### config.mk
export PLATFORM = sky130hd
export DESIGN_NAME = sorted_priority_queue_flat
export DESIGN_NICKNAME = d
export VERILOG_FILES = /design/src/hdl/spq_pkg.sv /design/src/hdl/spq_if.sv /design/src/hdl/spq_cell.sv /design/src/hdl/sorted_priority_queue.sv /design/src/flat_wrapper.sv
export SDC_FILE = /design/constraint.sdc
export NUM_CORES = 2
export LEC_CHECK = 0
export BUFFER_PORTS_ARGS = -buffer_cell sky130_fd_sc_hd__buf_4
export CAP_MARGIN = 20
export CORE_MARGIN = 5
export CORE_UTILIZATION = 55
export CTS_CLUSTER_DIAMETER = 40
export CTS_CLUSTER_SIZE = 25
export DETAILED_ROUTE_END_ITERATION = 10
export MAX_ROUTING_LAYER = met4
export PLACE_DENSITY_LB_ADDON = 0.2
export SETUP_SLACK_MARGIN = 0.5
export SLEW_MARGIN = 20
export SYNTH_ARGS = -nofsm -noshare
export SYNTH_HDL_FRONTEND = slang
export SYNTH_HIERARCHICAL = 1
export SYNTH_SLANG_ARGS = --single-unit
### constraint.sdc
create_clock -name clk -period 10.8 [get_ports clk]
set_clock_uncertainty 0.15 [all_clocks]
set_input_delay 2.16 -clock clk [delete_from_list [all_inputs] [get_ports clk]]
set_output_delay 2.16 -clock clk [all_outputs]
set_load 0.02 [all_outputs]
### src/hdl/spq_pkg.sv
// Package for the sorted priority queue: sizes, codes and cell bus types.
`timescale 1ns / 1ps
package spq_pkg;

	localparam int CAPACITY = 16;
	localparam int CNT_W    = $clog2(CAPACITY + 1);
	localparam int OCC_W    = 5;
	localparam int DATA_W   = 32;
	localparam int PRIO_W   = 8;

	typedef enum logic [1:0] {
		ACT_INSERT       = 2'd0,
		ACT_POP          = 2'd1,
		ACT_REMOVE_EXACT = 2'd2,
		ACT_POP_MIN      = 2'd3
	} action_t;

	typedef enum logic [1:0] {
		ST_OK        = 2'd0,
		ST_EMPTY     = 2'd1,
		ST_NOT_FOUND = 2'd2,
		ST_FULL      = 2'd3
	} status_t;

	// What a cell shows its neighbors and the top level.
	typedef struct packed {
		logic                     valid;
		logic                     ge;
		logic                     gt;
		logic signed [DATA_W-1:0] data;
		logic [PRIO_W-1:0]        prio;
	} cell_view_t;

	// Command broadcast to every cell.
	typedef struct packed {
		logic                     ins;
		logic                     rem;
		logic                     head;
		logic                     found;
		logic signed [DATA_W-1:0] data;
		logic [PRIO_W-1:0]        prio;
	} cell_cmd_t;

	localparam cell_view_t HEAD_VIEW = '{valid: 1'b1, ge: 1'b1, gt: 1'b1,
		data: '0, prio: '0};
	localparam cell_view_t TAIL_VIEW = '{valid: 1'b0, ge: 1'b0, gt: 1'b0,
		data: '0, prio: '0};

endpackage

### src/hdl/spq_if.sv
// Request and response channel interfaces of the sorted priority queue.
`timescale 1ns / 1ps
interface spq_req_if;
	import spq_pkg::*;
	logic                     valid;
	logic                     ready;
	action_t                  action;
	logic signed [DATA_W-1:0] item_data;
	logic [PRIO_W-1:0]        item_priority;
	modport source (output valid, action, item_data, item_priority, input ready);
	modport sink (input valid, action, item_data, item_priority, output ready);
endinterface

interface spq_rsp_if;
	import spq_pkg::*;
	logic                     valid;
	logic                     ready;
	logic signed [DATA_W-1:0] result_data;
	status_t                  status;
	logic [OCC_W-1:0]         occupancy;
	modport source (output valid, result_data, status, occupancy, input ready);
	modport sink (input valid, result_data, status, occupancy, output ready);
endinterface

### src/hdl/spq_cell.sv
// One slot of the sorted chain: holds an entry and shifts with its neighbors.
`timescale 1ns / 1ps
module spq_cell (
	input  logic                             clk,
	input  logic                             arst_n,
	input  spq_pkg::cell_cmd_t               cmd,
	input  logic [spq_pkg::PRIO_W-1:0]        key,
	input  spq_pkg::cell_view_t              left,
	input  spq_pkg::cell_view_t              right,
	output spq_pkg::cell_view_t              view,
	output logic signed [spq_pkg::DATA_W-1:0] hit_data
);
	import spq_pkg::*;

	logic                     valid_q;
	logic signed [DATA_W-1:0] data_q;
	logic [PRIO_W-1:0]        prio_q;
	logic                     match;
	logic                     left_match;
	logic                     shift;

	always_comb begin
		view.valid = valid_q;
		view.ge    = valid_q && (prio_q >= key);
		view.gt    = valid_q && (prio_q > key);
		view.data  = data_q;
		view.prio  = prio_q;
	end

	always_comb begin
		match      = view.ge && !view.gt;
		left_match = left.ge && !left.gt;
		hit_data   = (match && !left_match) ? data_q : '0;
		// Slots from the removed one onward pull from the right.
		shift      = cmd.head || (view.ge ? !view.gt : cmd.found);
	end

	always_ff @(posedge clk or negedge arst_n) begin
		if (!arst_n) begin
			valid_q <= 1'b0;
		end else if (cmd.ins) begin
			if (!left.ge) begin
				valid_q <= left.valid;
			end else if (!view.ge) begin
				valid_q <= 1'b1;
			end
		end else if (cmd.rem && shift) begin
			valid_q <= right.valid;
		end
	end

	always_ff @(posedge clk) begin
		if (cmd.ins) begin
			if (!left.ge) begin
				data_q <= left.data;
				prio_q <= left.prio;
			end else if (!view.ge) begin
				data_q <= cmd.data;
				prio_q <= cmd.prio;
			end
		end else if (cmd.rem && shift) begin
			data_q <= right.data;
			prio_q <= right.prio;
		end
	end

endmodule

### src/hdl/sorted_priority_queue.sv
// Top level of the sorted priority queue: command decode, cell chain, response.
`timescale 1ns / 1ps
// Sorted priority queue of CAPACITY entries held in a chain of cells, highest
// priority at the head, equal priorities in arrival order. Every cell compares
// its priority against the request at once and shifts one place left or right
// in the same cycle: a request accepted at one edge has its response word
// registered at that same edge and offered from the next cycle on, and a new
// request is taken every cycle while the response side keeps up. Each request
// yields exactly one response word with the removed data (zero if none), a
// status and the count of entries held afterwards. The queue comes up empty
// after reset.
module sorted_priority_queue (
	input  logic       clk,
	input  logic       arst_n,
	spq_req_if.sink    req,
	spq_rsp_if.source  rsp
);
	import spq_pkg::*;

	cell_cmd_t                cmd;
	cell_view_t               views [CAPACITY];
	cell_view_t               left_v [CAPACITY];
	cell_view_t               right_v [CAPACITY];
	logic signed [DATA_W-1:0] hits [CAPACITY];

	logic [CNT_W-1:0]         count_q;
	logic [CNT_W-1:0]         count_next;
	logic                     rsp_valid_q;
	logic signed [DATA_W-1:0] rsp_data_q;
	status_t                  rsp_status_q;
	logic [OCC_W-1:0]         rsp_occ_q;

	logic                     fire;
	logic                     empty;
	logic                     full;
	logic                     found;
	logic signed [DATA_W-1:0] hit_or;
	status_t                  status;
	logic signed [DATA_W-1:0] result;

	assign req.ready = !rsp_valid_q || rsp.ready;
	assign fire      = req.valid && req.ready;
	assign empty     = (count_q == '0);
	assign full      = (count_q == CNT_W'(CAPACITY));

	always_comb begin
		found  = 1'b0;
		hit_or = '0;
		for (int i = 0; i < CAPACITY; i++) begin
			found  = found | (views[i].ge && !views[i].gt);
			hit_or = hit_or | hits[i];
		end
	end

	always_comb begin
		status = ST_OK;
		unique case (req.action)
			ACT_INSERT: begin
				if (full) status = ST_FULL;
			end
			ACT_POP: begin
				if (empty) status = ST_EMPTY;
			end
			ACT_REMOVE_EXACT: begin
				if (empty) status = ST_EMPTY;
				else if (!found) status = ST_NOT_FOUND;
			end
			ACT_POP_MIN: begin
				if (empty) status = ST_EMPTY;
				else if (!views[0].ge) status = ST_NOT_FOUND;
			end
			default: status = ST_OK;
		endcase
	end

	always_comb begin
		cmd.ins   = fire && (req.action == ACT_INSERT) && (status == ST_OK);
		cmd.rem   = fire && (req.action != ACT_INSERT) && (status == ST_OK);
		cmd.head  = (req.action != ACT_REMOVE_EXACT);
		cmd.found = found;
		cmd.data  = req.item_data;
		cmd.prio  = req.item_priority;

		if (status != ST_OK || req.action == ACT_INSERT) begin
			result = '0;
		end else if (cmd.head) begin
			result = views[0].data;
		end else begin
			result = hit_or;
		end

		count_next = count_q;
		if (cmd.ins) begin
			count_next = count_q + CNT_W'(1);
		end else if (cmd.rem) begin
			count_next = count_q - CNT_W'(1);
		end
	end

	for (genvar g = 0; g < CAPACITY; g++) begin : g_cell
		if (g == 0) begin : g_head
			assign left_v[g] = HEAD_VIEW;
		end else begin : g_mid
			assign left_v[g] = views[g-1];
		end
		if (g == CAPACITY - 1) begin : g_tail
			assign right_v[g] = TAIL_VIEW;
		end else begin : g_next
			assign right_v[g] = views[g+1];
		end

		spq_cell u_cell (
			.clk      (clk),
			.arst_n   (arst_n),
			.cmd      (cmd),
			.key      (req.item_priority),
			.left     (left_v[g]),
			.right    (right_v[g]),
			.view     (views[g]),
			.hit_data (hits[g])
		);
	end

	always_ff @(posedge clk or negedge arst_n) begin
		if (!arst_n) begin
			count_q     <= '0;
			rsp_valid_q <= 1'b0;
		end else begin
			count_q <= count_next;
			if (fire) begin
				rsp_valid_q <= 1'b1;
			end else if (rsp.ready) begin
				rsp_valid_q <= 1'b0;
			end
		end
	end

	// Hold the response word until it is taken.
	always_ff @(posedge clk) begin
		if (fire) begin
			rsp_data_q   <= result;
			rsp_status_q <= status;
			rsp_occ_q    <= OCC_W'(count_next);
		end
	end

	assign rsp.valid       = rsp_valid_q;
	assign rsp.result_data = rsp_data_q;
	assign rsp.status      = rsp_status_q;
	assign rsp.occupancy   = rsp_occ_q;

endmodule

### src/flat_wrapper.sv
// flat-port wrapper written by rule: the top's interface ports become plain ports
module sorted_priority_queue_flat import spq_pkg::*;
  (clk, arst_n, req_valid, req_action, req_item_data, req_item_priority, req_ready, rsp_valid, rsp_result_data, rsp_status, rsp_occupancy, rsp_ready);
  spq_req_if req_i ();
  spq_rsp_if rsp_i ();
  input  logic clk;
  input  logic arst_n;
  input wire logic [$bits(req_i.valid)-1:0] req_valid;
  input wire logic [$bits(req_i.action)-1:0] req_action;
  input wire logic [$bits(req_i.item_data)-1:0] req_item_data;
  input wire logic [$bits(req_i.item_priority)-1:0] req_item_priority;
  output wire logic [$bits(req_i.ready)-1:0] req_ready;
  output wire logic [$bits(rsp_i.valid)-1:0] rsp_valid;
  output wire logic [$bits(rsp_i.result_data)-1:0] rsp_result_data;
  output wire logic [$bits(rsp_i.status)-1:0] rsp_status;
  output wire logic [$bits(rsp_i.occupancy)-1:0] rsp_occupancy;
  input wire logic [$bits(rsp_i.ready)-1:0] rsp_ready;
  assign req_i.valid = req_valid;
  assign req_i.action = req_action;
  assign req_i.item_data = req_item_data;
  assign req_i.item_priority = req_item_priority;
  assign req_ready = req_i.ready;
  assign rsp_valid = rsp_i.valid;
  assign rsp_result_data = rsp_i.result_data;
  assign rsp_status = rsp_i.status;
  assign rsp_occupancy = rsp_i.occupancy;
  assign rsp_i.ready = rsp_ready;
  sorted_priority_queue u_core (.clk(clk), .arst_n(arst_n), .req(req_i), .rsp(rsp_i));
endmodule
==> metrics <==
status=finished, final reports clean; Routed WL=140 mm; # DRC=0; Final period util=71.8%; most frequent cell after synthesis=a21oi_1; DR pass1 iterations=6; switching share of power=33.4%; Fill cells=6766; WS Path Type=in -> reg; worst hold path type=reg -> reg; Max IR drop VDD=0.163 mV; Yosys top cell area share=44.9%; Worst-Margin Slew=1190 ps; share of cells above drive strength 1=16.3%; total power=0.0113 W; area occupied by multi-input gates=22600 µm²; I/O Pins=87; Yosys reg bits=701; area leader, netlist=edfxtp_1; dpl ws=2500 ps; Final GP Congestion=0.841; Via density=6.16; Arr. time, crit path=7970 ps; RSZ-0062 raised after global routing=false; Die Height=297 µm; Clk pwr share=38.4%; Seq pwr share=37.6%; Combinational Power Share=24.0%; Slew Viols, Final=0; Final Cell Area=51300 µm²; GRT overflow=0; mapped cell area=45400 µm²; DRT antenna net count=0; Post CTS Setup Buffer Count=0; first-pass GRT wire length=210 mm; top post-synthesis cells by area=edfxtp_1, mux2i_1, a21oi_1, nor2_1, and2_2; nets=4753; library cells used by synthesis=44; Final min period=7760 ps; die area=88400 µm²; TNS Setup=0 ps; EDFF count, synth=679; initial antenna violation count=6; Clk pin slew, worst setup/hold paths=50 ps; Crit Path Max Fanout=44; Initial Util=55.4%; clock buffer count from CTS=134; DP Area=46600 µm²; register area=20900 µm²; vias in the first global route=34500; P per Cell Area=219 nW/µm²; Post-Route Utilization=62.6%; Internal=0.00750 W; Crit. Startpoint=req_item_priority[5]; Worst Path Required=11010 ps; Rel. slew slack=20.6%; list of most frequent post-synthesis cells=a21oi_1, nor2_1, edfxtp_1; Vias=35500; post-cts sizing count=0; hold buffers post-CTS=0; synthesis-to-finish area growth=13.0%; setup ws final=3040 ps; CTS H-tree lvls=4; Worst Setup Start Kind=input port; Wirelength per Cell=24.4 µm; Fin. Hold Viols=0; core area=82000 µm²; Die W=297 µm; hpwl dp=78.9 mm; port buffer count=86; Mean Syn Cell Area=10.0 µm²; Initial DRC Count=3913; CTS tree=yes; # clock sinks=701; NetSw=0.00376 W; sequential share of the synthesized area=46.1%; Total GRT Usage=31.7%; worst hold start=u_core/rsp.valid; cell row count=105; Lkg Pwr=18.9 nW; clock root cell=clkbuf_16; Max clock buf depth=3; Post-Synthesis Cells=4524; Final setup viols=0; Main synth FF type=edfxtp_1; Yosys Warn Count=6; FMAX=129 MHz; asr flop ratio synth=3.14%; Clk Latency, worst-skew pair=720 ps; reg2reg start=u_core/g_cell[1].u_cell/prio_q[7]; maxcap violations=0; largest net degree at the start of global routing=230; CP endpoint kind=register
[layout make-up]
class,instances,area share [%]
antenna,2,0.00976
clock buffer,151,6.88
clock inverter,96,2.19
inverter,200,1.48
multi-input combinational,3406,44.0
sequential,701,40.8
tap,1070,2.61
timing repair buffer,134,1.99
[final timing paths]
kind                                                endpoint  cells past startpoint  slack (ps)
setup reg to reg           u_core/g_cell[0].u_cell/data_q[8]                     19        4530
hold / removal                              u_core/rsp.valid                      2         400
setup / recovery           u_core/g_cell[0].u_cell/data_q[8]                     21        3040
max in group asynchronous    u_core/g_cell[6].u_cell/valid_q                      1        8920
min in group asynchronous   u_core/g_cell[12].u_cell/valid_q                      1        1250
hold reg to reg                             u_core/rsp.valid                      2         400
[state kept, by name, summed over array words and instances, names as in the netlist]
name / cells
u_core/g_cell.u_cell/data_q: 512
u_core/rsp.result_data: 32
u_core/rsp.valid: 1
u_core/count_q: 5
u_core/g_cell.u_cell/valid_q: 16
u_core/rsp.status: 2
u_core/g_cell.u_cell/prio_q: 128
u_core/rsp.occupancy: 5
[layout by cell type, fill, tap and decap left out, types with 16 or more instances in the layout]
master,n
bufinv_16,18
a21boi_0,16
and2_1,208
conb_1,84
o31ai_1,17
ha_1,130
nand4_1,34
buf_4,132
a21boi_4,16
inv_6,19
o211ai_1,17
mux2i_1,640
nand2_1,23
dfrtp_1,22
clkbuf_16,137
o21ai_0,32
a31oi_1,32
clkinv_2,21
edfxtp_1,679
o21a_1,16
nor2b_1,24
a41oi_1,32
nor3_1,17
a21oi_1,784
and2_2,304
and3_1,16
nor2_1,743
inv_1,197
o221a_2,16
nor4_1,128
nor3_2,16
[power groups by stage]
stage | Clock, W | Sequential [W] | Combinational (W)
final | 0.00433 | 0.00423 | 0.00270
after global routing | 0.00450 | 0.00428 | 0.00293
after CTS | 0.00437 | 0.00421 | 0.00266
after detailed placement | 0 | 0.00425 | 0.00266
after global placement | 0 | 0.00425 | 0.00258
after floorplan | 0 | 0.00410 | 0.00183
[per-stage QoR]
stage                     cells  hold slack (ps)
final                      5760              398
after global routing       5758              441
after CTS                  5758              403
after detailed placement   5511              387
after global placement     5511              385
after floorplan            4606              326
[critical path, cell delays in order]
cell	delay (ps)
buf_4	370
inv_1	90
ha_1	330
a21oi_1	70
o21ai_0	400
nor2_1	150
nor2_4	100
buf_4	800
nor2b_4	330
a2111oi_4	70
nand4_2	140
buf_4	390
or3_1	220
nand3_2	90
nor2_2	90
buf_4	400
nor2_1	70
a21oi_1	190
a21boi_0	220
o21a_2	700
buf_4	480
[per-layer routing]
metal	vias to the layer above	global-route usage, %	wire length (µm)
met4	0	13.8	6040
met3	360	5.67	11800
met1	17100	41.7	58600
met2	1640	48.5	63900
met5	-	-	0
li1	16400	-	-
[kinds of logic (layout without fill, tap and decap cells)]
group	Yosys count	count (layout)	share of synthesized area, %
compound gates	1002	1002	12.8
buf+inv	499	581	5.36
xor+xnor	5	5	0.0964
mux	640	640	14.1
simple gates	1545	1545	18.0
other cells	2	86	0.0165
flops	701	701	46.1
fa+ha+maj	130	130	3.58
Power figures use the tool's default switching activity.
